--- src/hdl/ffra_pkg.sv ---
// Package with the types, constants and codes of the region allocator.
package ffra_pkg;

  localparam int MAX_BLOCKS   = 64;
  localparam int ADDR_BITS    = 20;
  localparam int HEADER_BYTES = 24;
  localparam int IDX_W        = $clog2(MAX_BLOCKS);
  localparam int CNT_W        = $clog2(MAX_BLOCKS + 1);
  localparam int SUM_W        = ADDR_BITS + 1;
  localparam int CFG_W        = 21;
  localparam logic [CFG_W-1:0] REGION_RESET = CFG_W'(1048576);

  localparam logic [1:0] FUNC_INIT    = 2'd0;
  localparam logic [1:0] FUNC_ALLOC   = 2'd1;
  localparam logic [1:0] FUNC_RELEASE = 2'd2;

  // One table entry: payload length and free flag.
  typedef struct packed {
    logic [ADDR_BITS-1:0] len;
    logic                 free;
  } ffra_entry_t;

  // Request from the sequencer to the table memory.
  typedef struct packed {
    logic             we;
    logic [IDX_W-1:0] waddr;
    ffra_entry_t      wdata;
    logic [IDX_W-1:0] raddr;
  } ffra_ram_req_t;

  // Finished result of one transaction.
  typedef struct packed {
    logic                 ok;
    logic [ADDR_BITS-1:0] addr;
  } ffra_res_t;

  typedef enum logic [3:0] {
    S_IDLE, S_FMT, S_ARD, S_ACHK, S_RRD, S_RCHK, S_RNRD, S_RNCHK,
    S_RDEC, S_MRD, S_MWR, S_W0, S_W1, S_DONE
  } ffra_state_t;

endpackage

--- src/hdl/ffra_ram.sv ---
// Generic single-write, single-read RAM with registered read data.
module ffra_ram #(
  parameter int WIDTH = 8,
  parameter int DEPTH = 16
) (
  input  logic                     clk,
  input  logic                     we,
  input  logic [$clog2(DEPTH)-1:0] waddr,
  input  logic [WIDTH-1:0]         wdata,
  input  logic [$clog2(DEPTH)-1:0] raddr,
  output logic [WIDTH-1:0]         rdata
);

  logic [WIDTH-1:0] mem [DEPTH];

  // Write port and registered read port.
  always_ff @(posedge clk) begin
    if (we) begin
      mem[waddr] <= wdata;
    end
    rdata <= mem[raddr];
  end

endmodule

--- src/hdl/ffra_seq.sv ---
// Sequencer that walks, splits, merges and shifts the block table.
module ffra_seq import ffra_pkg::*; (
  input  logic                 clk,
  input  logic                 rst,
  input  logic                 start_valid,
  input  logic [1:0]           func,
  input  logic [ADDR_BITS-1:0] request_size,
  input  logic [ADDR_BITS-1:0] release_address,
  input  logic [CFG_W-1:0]     region_size,
  output logic                 idle,
  output logic                 done_valid,
  input  logic                 done_take,
  output ffra_res_t            res,
  output ffra_ram_req_t        ram_req,
  input  ffra_entry_t          rd
);

  localparam logic [SUM_W-1:0] HDR = SUM_W'(HEADER_BYTES);
  localparam logic [ADDR_BITS-1:0] HDR_L = ADDR_BITS'(HEADER_BYTES);
  localparam logic [ADDR_BITS-1:0] SPLIT_MIN = ADDR_BITS'(2 * HEADER_BYTES);
  localparam logic [SUM_W-1:0] LIMIT = SUM_W'(1) << ADDR_BITS;

  ffra_state_t state, state_next;

  logic                 booting;
  logic [IDX_W-1:0]     i;
  logic [CNT_W-1:0]     count;
  logic [SUM_W-1:0]     start;
  logic [ADDR_BITS-1:0] size;
  logic [ADDR_BITS-1:0] rel_addr;
  logic [ADDR_BITS-1:0] plen, clen, nlen;
  logic                 pfree, nfree;
  logic [CNT_W-1:0]     src, dst, moves;
  logic                 mv_up;
  logic [IDX_W-1:0]     w0_addr, w1_addr;
  ffra_entry_t          w0_data, w1_data;
  logic                 w1_en;
  logic                 res_ok;
  logic [ADDR_BITS-1:0] res_addr;

  logic [CNT_W-1:0]     i_inc;
  logic                 last, fit, split, match;
  logic [ADDR_BITS-1:0] rest;
  logic [SUM_W-1:0]     start_step, sat_size;
  logic [ADDR_BITS-1:0] fmt_len;

  // Shared walk arithmetic.
  always_comb begin
    i_inc      = CNT_W'(i) + 1'b1;
    last       = i_inc >= count;
    fit        = rd.free && (rd.len >= size);
    rest       = rd.len - size;
    split      = (rest >= SPLIT_MIN) && (count < CNT_W'(MAX_BLOCKS));
    match      = (start + HDR) == {1'b0, rel_addr};
    start_step = start + HDR + {1'b0, rd.len};
    sat_size   = (region_size > LIMIT) ? LIMIT : region_size;
    fmt_len    = (sat_size >= HDR) ? ADDR_BITS'(sat_size - HDR) : '0;
  end

  // Next state.
  always_comb begin
    state_next = state;
    unique case (state)
      S_IDLE: begin
        if (start_valid) begin
          unique case (func)
            FUNC_INIT:    state_next = S_FMT;
            FUNC_ALLOC:   state_next = S_ARD;
            FUNC_RELEASE: state_next = S_RRD;
            default:      state_next = S_DONE;
          endcase
        end
      end
      S_FMT:  state_next = booting ? S_IDLE : S_DONE;
      S_ARD:  state_next = S_ACHK;
      S_ACHK: begin
        if (fit) begin
          state_next = (split && (count != i_inc)) ? S_MRD : S_W0;
        end else begin
          state_next = last ? S_DONE : S_ARD;
        end
      end
      S_RRD:  state_next = S_RCHK;
      S_RCHK: begin
        if (match) begin
          state_next = last ? S_RDEC : S_RNRD;
        end else begin
          state_next = last ? S_DONE : S_RRD;
        end
      end
      S_RNRD:  state_next = S_RNCHK;
      S_RNCHK: state_next = S_RDEC;
      S_RDEC: begin
        if ((pfree || nfree) && (count != (CNT_W'(i) + (nfree ? 2'd2 : 2'd1)))) begin
          state_next = S_MRD;
        end else begin
          state_next = S_W0;
        end
      end
      S_MRD:  state_next = S_MWR;
      S_MWR:  state_next = (moves == CNT_W'(1)) ? S_W0 : S_MRD;
      S_W0:   state_next = w1_en ? S_W1 : S_DONE;
      S_W1:   state_next = S_DONE;
      S_DONE: state_next = done_take ? S_IDLE : S_DONE;
      default: state_next = S_IDLE;
    endcase
  end

  // Memory controls and status for each state.
  always_comb begin
    ram_req    = '0;
    idle       = 1'b0;
    done_valid = 1'b0;
    unique case (state)
      S_IDLE: idle = 1'b1;
      S_FMT: begin
        ram_req.we    = 1'b1;
        ram_req.wdata = '{len: fmt_len, free: 1'b1};
      end
      S_ARD, S_RRD: ram_req.raddr = i;
      S_RNRD:       ram_req.raddr = i + 1'b1;
      S_MRD:        ram_req.raddr = src[IDX_W-1:0];
      S_MWR: begin
        ram_req.we    = 1'b1;
        ram_req.waddr = dst[IDX_W-1:0];
        ram_req.wdata = rd;
      end
      S_W0: begin
        ram_req.we    = 1'b1;
        ram_req.waddr = w0_addr;
        ram_req.wdata = w0_data;
      end
      S_W1: begin
        ram_req.we    = 1'b1;
        ram_req.waddr = w1_addr;
        ram_req.wdata = w1_data;
      end
      S_DONE: done_valid = 1'b1;
      default: ram_req = '0;
    endcase
  end

  assign res = '{ok: res_ok, addr: res_addr};

  // Control registers.
  always_ff @(posedge clk) begin
    if (rst) begin
      state   <= S_FMT;
      booting <= 1'b1;
    end else begin
      state <= state_next;
      if (state == S_FMT) begin
        booting <= 1'b0;
      end
    end
  end

  // Walk, merge and shift bookkeeping.
  always_ff @(posedge clk) begin
    if (rst) begin
      count <= CNT_W'(1);
    end else begin
      unique case (state)
        S_IDLE: begin
          i        <= '0;
          start    <= '0;
          pfree    <= 1'b0;
          nfree    <= 1'b0;
          w1_en    <= 1'b0;
          res_ok   <= 1'b0;
          res_addr <= '0;
          size     <= request_size;
          rel_addr <= release_address;
        end
        S_FMT: begin
          count  <= CNT_W'(1);
          res_ok <= 1'b1;
        end
        S_ACHK: begin
          if (fit) begin
            res_ok   <= 1'b1;
            res_addr <= ADDR_BITS'(start + HDR);
            w0_addr  <= i;
            if (split) begin
              count   <= count + 1'b1;
              src     <= count - 1'b1;
              dst     <= count;
              moves   <= count - i_inc;
              mv_up   <= 1'b1;
              w0_data <= '{len: size, free: 1'b0};
              w1_en   <= 1'b1;
              w1_addr <= i + 1'b1;
              w1_data <= '{len: rest - HDR_L, free: 1'b1};
            end else begin
              w0_data <= '{len: rd.len, free: 1'b0};
            end
          end else begin
            start <= start_step;
            i     <= i + 1'b1;
          end
        end
        S_RCHK: begin
          if (match) begin
            clen <= rd.len;
          end else begin
            start <= start_step;
            plen  <= rd.len;
            pfree <= rd.free;
            i     <= i + 1'b1;
          end
        end
        S_RNCHK: begin
          nlen  <= rd.len;
          nfree <= rd.free;
        end
        S_RDEC: begin
          res_ok <= 1'b1;
          mv_up  <= 1'b0;
          priority if (pfree && nfree) begin
            w0_addr <= i - 1'b1;
            w0_data <= '{len: plen + HDR_L + clen + HDR_L + nlen, free: 1'b1};
            src     <= CNT_W'(i) + 2'd2;
            dst     <= CNT_W'(i);
            moves   <= count - CNT_W'(i) - 2'd2;
            count   <= count - 2'd2;
          end else if (pfree) begin
            w0_addr <= i - 1'b1;
            w0_data <= '{len: plen + HDR_L + clen, free: 1'b1};
            src     <= i_inc;
            dst     <= CNT_W'(i);
            moves   <= count - i_inc;
            count   <= count - 1'b1;
          end else if (nfree) begin
            w0_addr <= i;
            w0_data <= '{len: clen + HDR_L + nlen, free: 1'b1};
            src     <= CNT_W'(i) + 2'd2;
            dst     <= i_inc;
            moves   <= count - CNT_W'(i) - 2'd2;
            count   <= count - 1'b1;
          end else begin
            w0_addr <= i;
            w0_data <= '{len: clen, free: 1'b1};
          end
        end
        S_MWR: begin
          src   <= mv_up ? src - 1'b1 : src + 1'b1;
          dst   <= mv_up ? dst - 1'b1 : dst + 1'b1;
          moves <= moves - 1'b1;
        end
        default: ;
      endcase
    end
  end

endmodule

--- src/hdl/first_fit_region_allocator_core.sv ---
// Operation: init formats entry 0; allocate and release read the table entry by entry,
// and a split or merge also shifts the entries behind it before the final writes.
// Throughput: one transaction at a time; a new one is taken in the cycle after the result is posted.
// Reset: synchronous, clears control, sets region_size to 1 MiB and formats
// entry 0 in the cycle after reset before the first transaction is taken.
module first_fit_region_allocator_core import ffra_pkg::*; (
  input  logic                 clk,
  input  logic                 rst,
  input  logic                 in_valid,
  output logic                 in_stall,
  input  logic [1:0]           func,
  input  logic [ADDR_BITS-1:0] request_size,
  input  logic [ADDR_BITS-1:0] release_address,
  output logic                 out_valid,
  input  logic                 out_stall,
  output logic                 ok,
  output logic [ADDR_BITS-1:0] payload_address,
  input  logic                 cfg_valid,
  output logic                 cfg_ready,
  input  logic [CFG_W-1:0]     region_size
);

  logic [CFG_W-1:0] region;
  logic             idle, done_valid, done_take;
  ffra_res_t        res;
  ffra_ram_req_t    ram_req;
  ffra_entry_t      rd;

  assign cfg_ready = 1'b1;
  assign in_stall  = !idle;
  assign done_take = done_valid && (!out_valid || !out_stall);

  // Region size register.
  always_ff @(posedge clk) begin
    if (rst) begin
      region <= REGION_RESET;
    end else if (cfg_valid && cfg_ready) begin
      region <= region_size;
    end
  end

  // Output register.
  always_ff @(posedge clk) begin
    if (rst) begin
      out_valid <= 1'b0;
    end else begin
      if (done_take) begin
        out_valid <= 1'b1;
      end else if (!out_stall) begin
        out_valid <= 1'b0;
      end
    end
  end

  always_ff @(posedge clk) begin
    if (done_take) begin
      ok              <= res.ok;
      payload_address <= res.addr;
    end
  end

  ffra_seq u_seq (
    .clk             (clk),
    .rst             (rst),
    .start_valid     (in_valid),
    .func            (func),
    .request_size    (request_size),
    .release_address (release_address),
    .region_size     (region),
    .idle            (idle),
    .done_valid      (done_valid),
    .done_take       (done_take),
    .res             (res),
    .ram_req         (ram_req),
    .rd              (rd)
  );

  ffra_ram #(
    .WIDTH ($bits(ffra_entry_t)),
    .DEPTH (MAX_BLOCKS)
  ) u_table (
    .clk   (clk),
    .we    (ram_req.we),
    .waddr (ram_req.waddr),
    .wdata (ram_req.wdata),
    .raddr (ram_req.raddr),
    .rdata (rd)
  );

endmodule

--- config.mk ---
export PLATFORM = sky130hd
export DESIGN_NAME = first_fit_region_allocator_core
export DESIGN_NICKNAME = d
export VERILOG_FILES = /design/src/hdl/ffra_pkg.sv /design/src/hdl/ffra_ram.sv /design/src/hdl/ffra_seq.sv /design/src/hdl/first_fit_region_allocator_core.sv
export SDC_FILE = /design/constraint.sdc
export NUM_CORES = 2
export LEC_CHECK = 0
export ABC_AREA = 1
export BUFFER_PORTS_ARGS = -buffer_cell sky130_fd_sc_hd__buf_4
export CAP_MARGIN = 20
export CORE_MARGIN = 2
export CORE_UTILIZATION = 35
export CTS_CLUSTER_DIAMETER = 40
export DETAILED_ROUTE_END_ITERATION = 12
export PLACE_DENSITY_LB_ADDON = 0.15
export SLEW_MARGIN = 20
export SYNTH_ARGS = -nofsm -noshare
export SYNTH_HDL_FRONTEND = slang
export SYNTH_SLANG_ARGS = --single-unit
--- constraint.sdc ---
create_clock -name clk -period 15.2 [get_ports clk]
set_clock_uncertainty 0.05 [all_clocks]
set_input_delay 1.52 -clock clk [delete_from_list [all_inputs] [get_ports clk]]
set_output_delay 1.52 -clock clk [all_outputs]
set_load 0.02 [all_outputs]
==> flow_summary.toml <==
[logic_synthesis]
synth_top_area_share_pct = 63.1
synth-edff-count = 1589
synth_fp_nets = 6633
syn_avg_cell_area_um2 = 11.9
yosys_warnings = 0
synthSimpleGateAreaFrac_pct = 12.6
async_flop_share_pct = 0
synth_flop_cell = "edfxtp_1"
synthCells = 6358
synth_largest_area_cell = "edfxtp_1"
synth_xor_area_share_pct = 1.29
synth_compound_area_share_pct = 13.9
ys_ff_latch = 1644
seq_area_frac_synth_pct = 64.6
synth_fa_ha_area_share_pct = 3.52
yosysUniqueCellTypes = 57
syn-cell-area_mm2 = 0.0756
synth_top_family_by_area = "compound AO/OA/AOI/OAI gates"
yosys-top-cells-area = "edfxtp_1 63%, o211ai_1 6.8%, o21bai_1 3.5%"
synthMuxAreaShare_pct = 0

[clocking]
cts_tree = "built"
cts_setup_buffers = 0
cts.sinks = 1644
clockBufferDepth = 4
cts_resized = 0
ctsHtreeMaxLevel = 5
ctsHoldBuffers = 0
clk_latency_ns = 0.93
path_clk_slew_ns = 0.06
root_buffer = "clkbuf_16"
cts_made_buffers = 291

[global_routing]
grt_max_degree = 191
grt_use_total_pct = 21.9
antenna_found_initial = 8
grt_overflow = 0
grt_pass1_wl_um = 353000
grt_pass1_vias = 50600

[placement]
numPortBuffers = 90
dp.cells = 9078
dpl_cell_area_mm2 = 0.0800
dp_hpwl_um = 147000
place_congestion = 0.903
dp_slack_ns = 9.42

[worst_setup_path]
startpoint = "u_seq.i[0]"
crit_family = "buffers and inverters"
worst-path-stages = 14
arrival_ns = 6.64
cp-start-kind = "flop"
endpoint_kind = "flop"
path_buf_inv = 5
rr_startpoint = "u_seq.i[0]"
cp.required_ns = 15.95
critPathKind = "reg2reg"
worstRegToRegCells = 14
worstPathMaxFanout = 78
reg2reg_to = "u_table.rdata[13]"
slowest_stage = "buf_4"
endpoint = "u_table.rdata[13]"
path_cells = "inv_1 > ha_1 > inv_1 > o21ai_1 > a21oi_4 > buf_4 > buf_4 > buf_4 > o21bai_1 > o211ai_1 > nand3_1 > nand3_1 > nand3_1 > nand2_1"
ff2ff_setup_slack_ns = 9.31
slowest_delay_ns = 0.78

[sta]
drv_slew = 0
fin_crit_ns = 5.89
worst_pin_slew_ns = 1.26
worst_hold_slack_ns = 0.364
max_freq_ghz = 0.170
hold_viol_final = 0
fin_tns_setup_ns = 0
slew_headroom_pct = 16.2
finalCritPeriodShare_pct = 38.8
rsz0062_at_grt = "no"
setup_viol = 0
setup_ws_ns = 9.31

[hold_path]
hold_path.class = "reg2reg"

[detailed_routing]
vias_per_cell = 5.43
firstDrtPassIters = 6
vias = 52100
routedWlPerCell_um = 25.5
ant_nets = 0
drtIter0Drc = 4926
drc = 0
wl_um = 244000

[pwr]
p_per_area_mw_per_mm2 = 214
power_leakage_nw = 31.6
power.total_mw = 19.2
vdd_drop_max_v = 0.000197

[floorplan]
dieArea_mm2 = 0.220
io_pins = 92
core_mm2 = 0.215
die_w_um = 469
chipHeight_um = 469
start_util_pct = 35.2
rows = 170

[layout]
drive_gt1_share_pct = 16.6
final_util_pct = 41.8
nets = 6809
final_area_mm2 = 0.0898
fin_cells = 9600
fillers = 19900
synthToLayoutAreaGrowth_pct = 18.7

[run]
cap_violations = 0

[outcome]
status = "finished, final reports clean"
==> synthesized netlist by cell type (all sizes together) (130+ instances only) <==
cell type,number
nand3,427
nor2,664
o21bai,350
o211ai,687
o21ai,184
ha,197
edfxtp,1589
inv,407
a21oi,196
clkbuf,215
buf,130
nand2,605
or2,315
==> per-layer routing <==
layer	track usage [%]	routed length [µm]	vias up	part of all wire, %
met5	0	0	-	0
met3	3.59	14500	352	5.9
met1	30.6	110000	26300	45
li1	-	-	23900	-
met2	35.0	113000	1614	46
met4	6.13	6240	0	2.6
==> cell families (layout without fill, tap and decap cells) <==
logic type / after synthesis / after routing
xor gates and xnor gates: 111 / 111
AOI/OAI and AO/OA: 1515 / 1515
and+or+nand+nor: 2123 / 2123
adders and majority gates: 207 / 207
other: 1 / 14
DFF: 1644 / 1644
buffers and inverters: 757 / 1148
==> final cells by class <==
class                      instances  area, µm²  share of cell area [%]
clock buffer                     332       7730                    8.61
timing repair buffer             228       1830                    2.04
sequential                      1644      48800                    54.4
inverter                         412       1560                    1.74
tap                             2838       3550                    3.96
clock inverter                   176       1950                    2.17
antenna                           13       32.5                  0.0362
multi-input combinational       3957      24300                    27.1
==> placed cells by master (no fill, tap or decap), types with 220 or more instances in the layout <==
cell / count
inv_1: 398
buf_4: 220
or2_2: 315
o211ai_1: 687
nand3_1: 427
o21bai_1: 350
clkbuf_16: 303
nor2_1: 587
edfxtp_1: 1589
nand2_1: 601
==> state kept, by name (all words and copies together), names as in the netlist, 7 cells and up <==
register / count
u_table.mem: 1344
u_seq.count: 7
u_seq.size: 20
u_seq.w1_data: 20
payload_address: 20
u_seq.rel_addr: 20
u_seq.res_addr: 20
u_seq.nlen: 20
u_table.rdata: 21
region: 21
u_seq.clen: 20
u_seq.start: 21
u_seq.plen: 20
u_seq.w0_data: 21
u_seq.moves: 7
==> worst min-delay path by stage <==
stage	depth (start not counted)	start	to
floorplan	0	u_seq.res_ok	ok
global placement	0	u_seq.res_addr[9]	payload_address[9]
finish	0	u_seq.res_addr[15]	payload_address[15]
CTS	0	u_seq.res_addr[15]	payload_address[15]
global route	0	u_seq.res_addr[7]	payload_address[7]
detailed placement	0	u_seq.res_addr[15]	payload_address[15]
==> power by group <==
group / total [mW] / switching [mW] / internal (mW)
Combinational: 6.33 / 4.61 / 1.72
Sequential: 6.37 / 0.333 / 6.04
Clock: 6.47 / 2.28 / 4.19
Total: 19.2 / 7.22 / 11.9
Note: power is estimated with default switching activity, not from simulation.
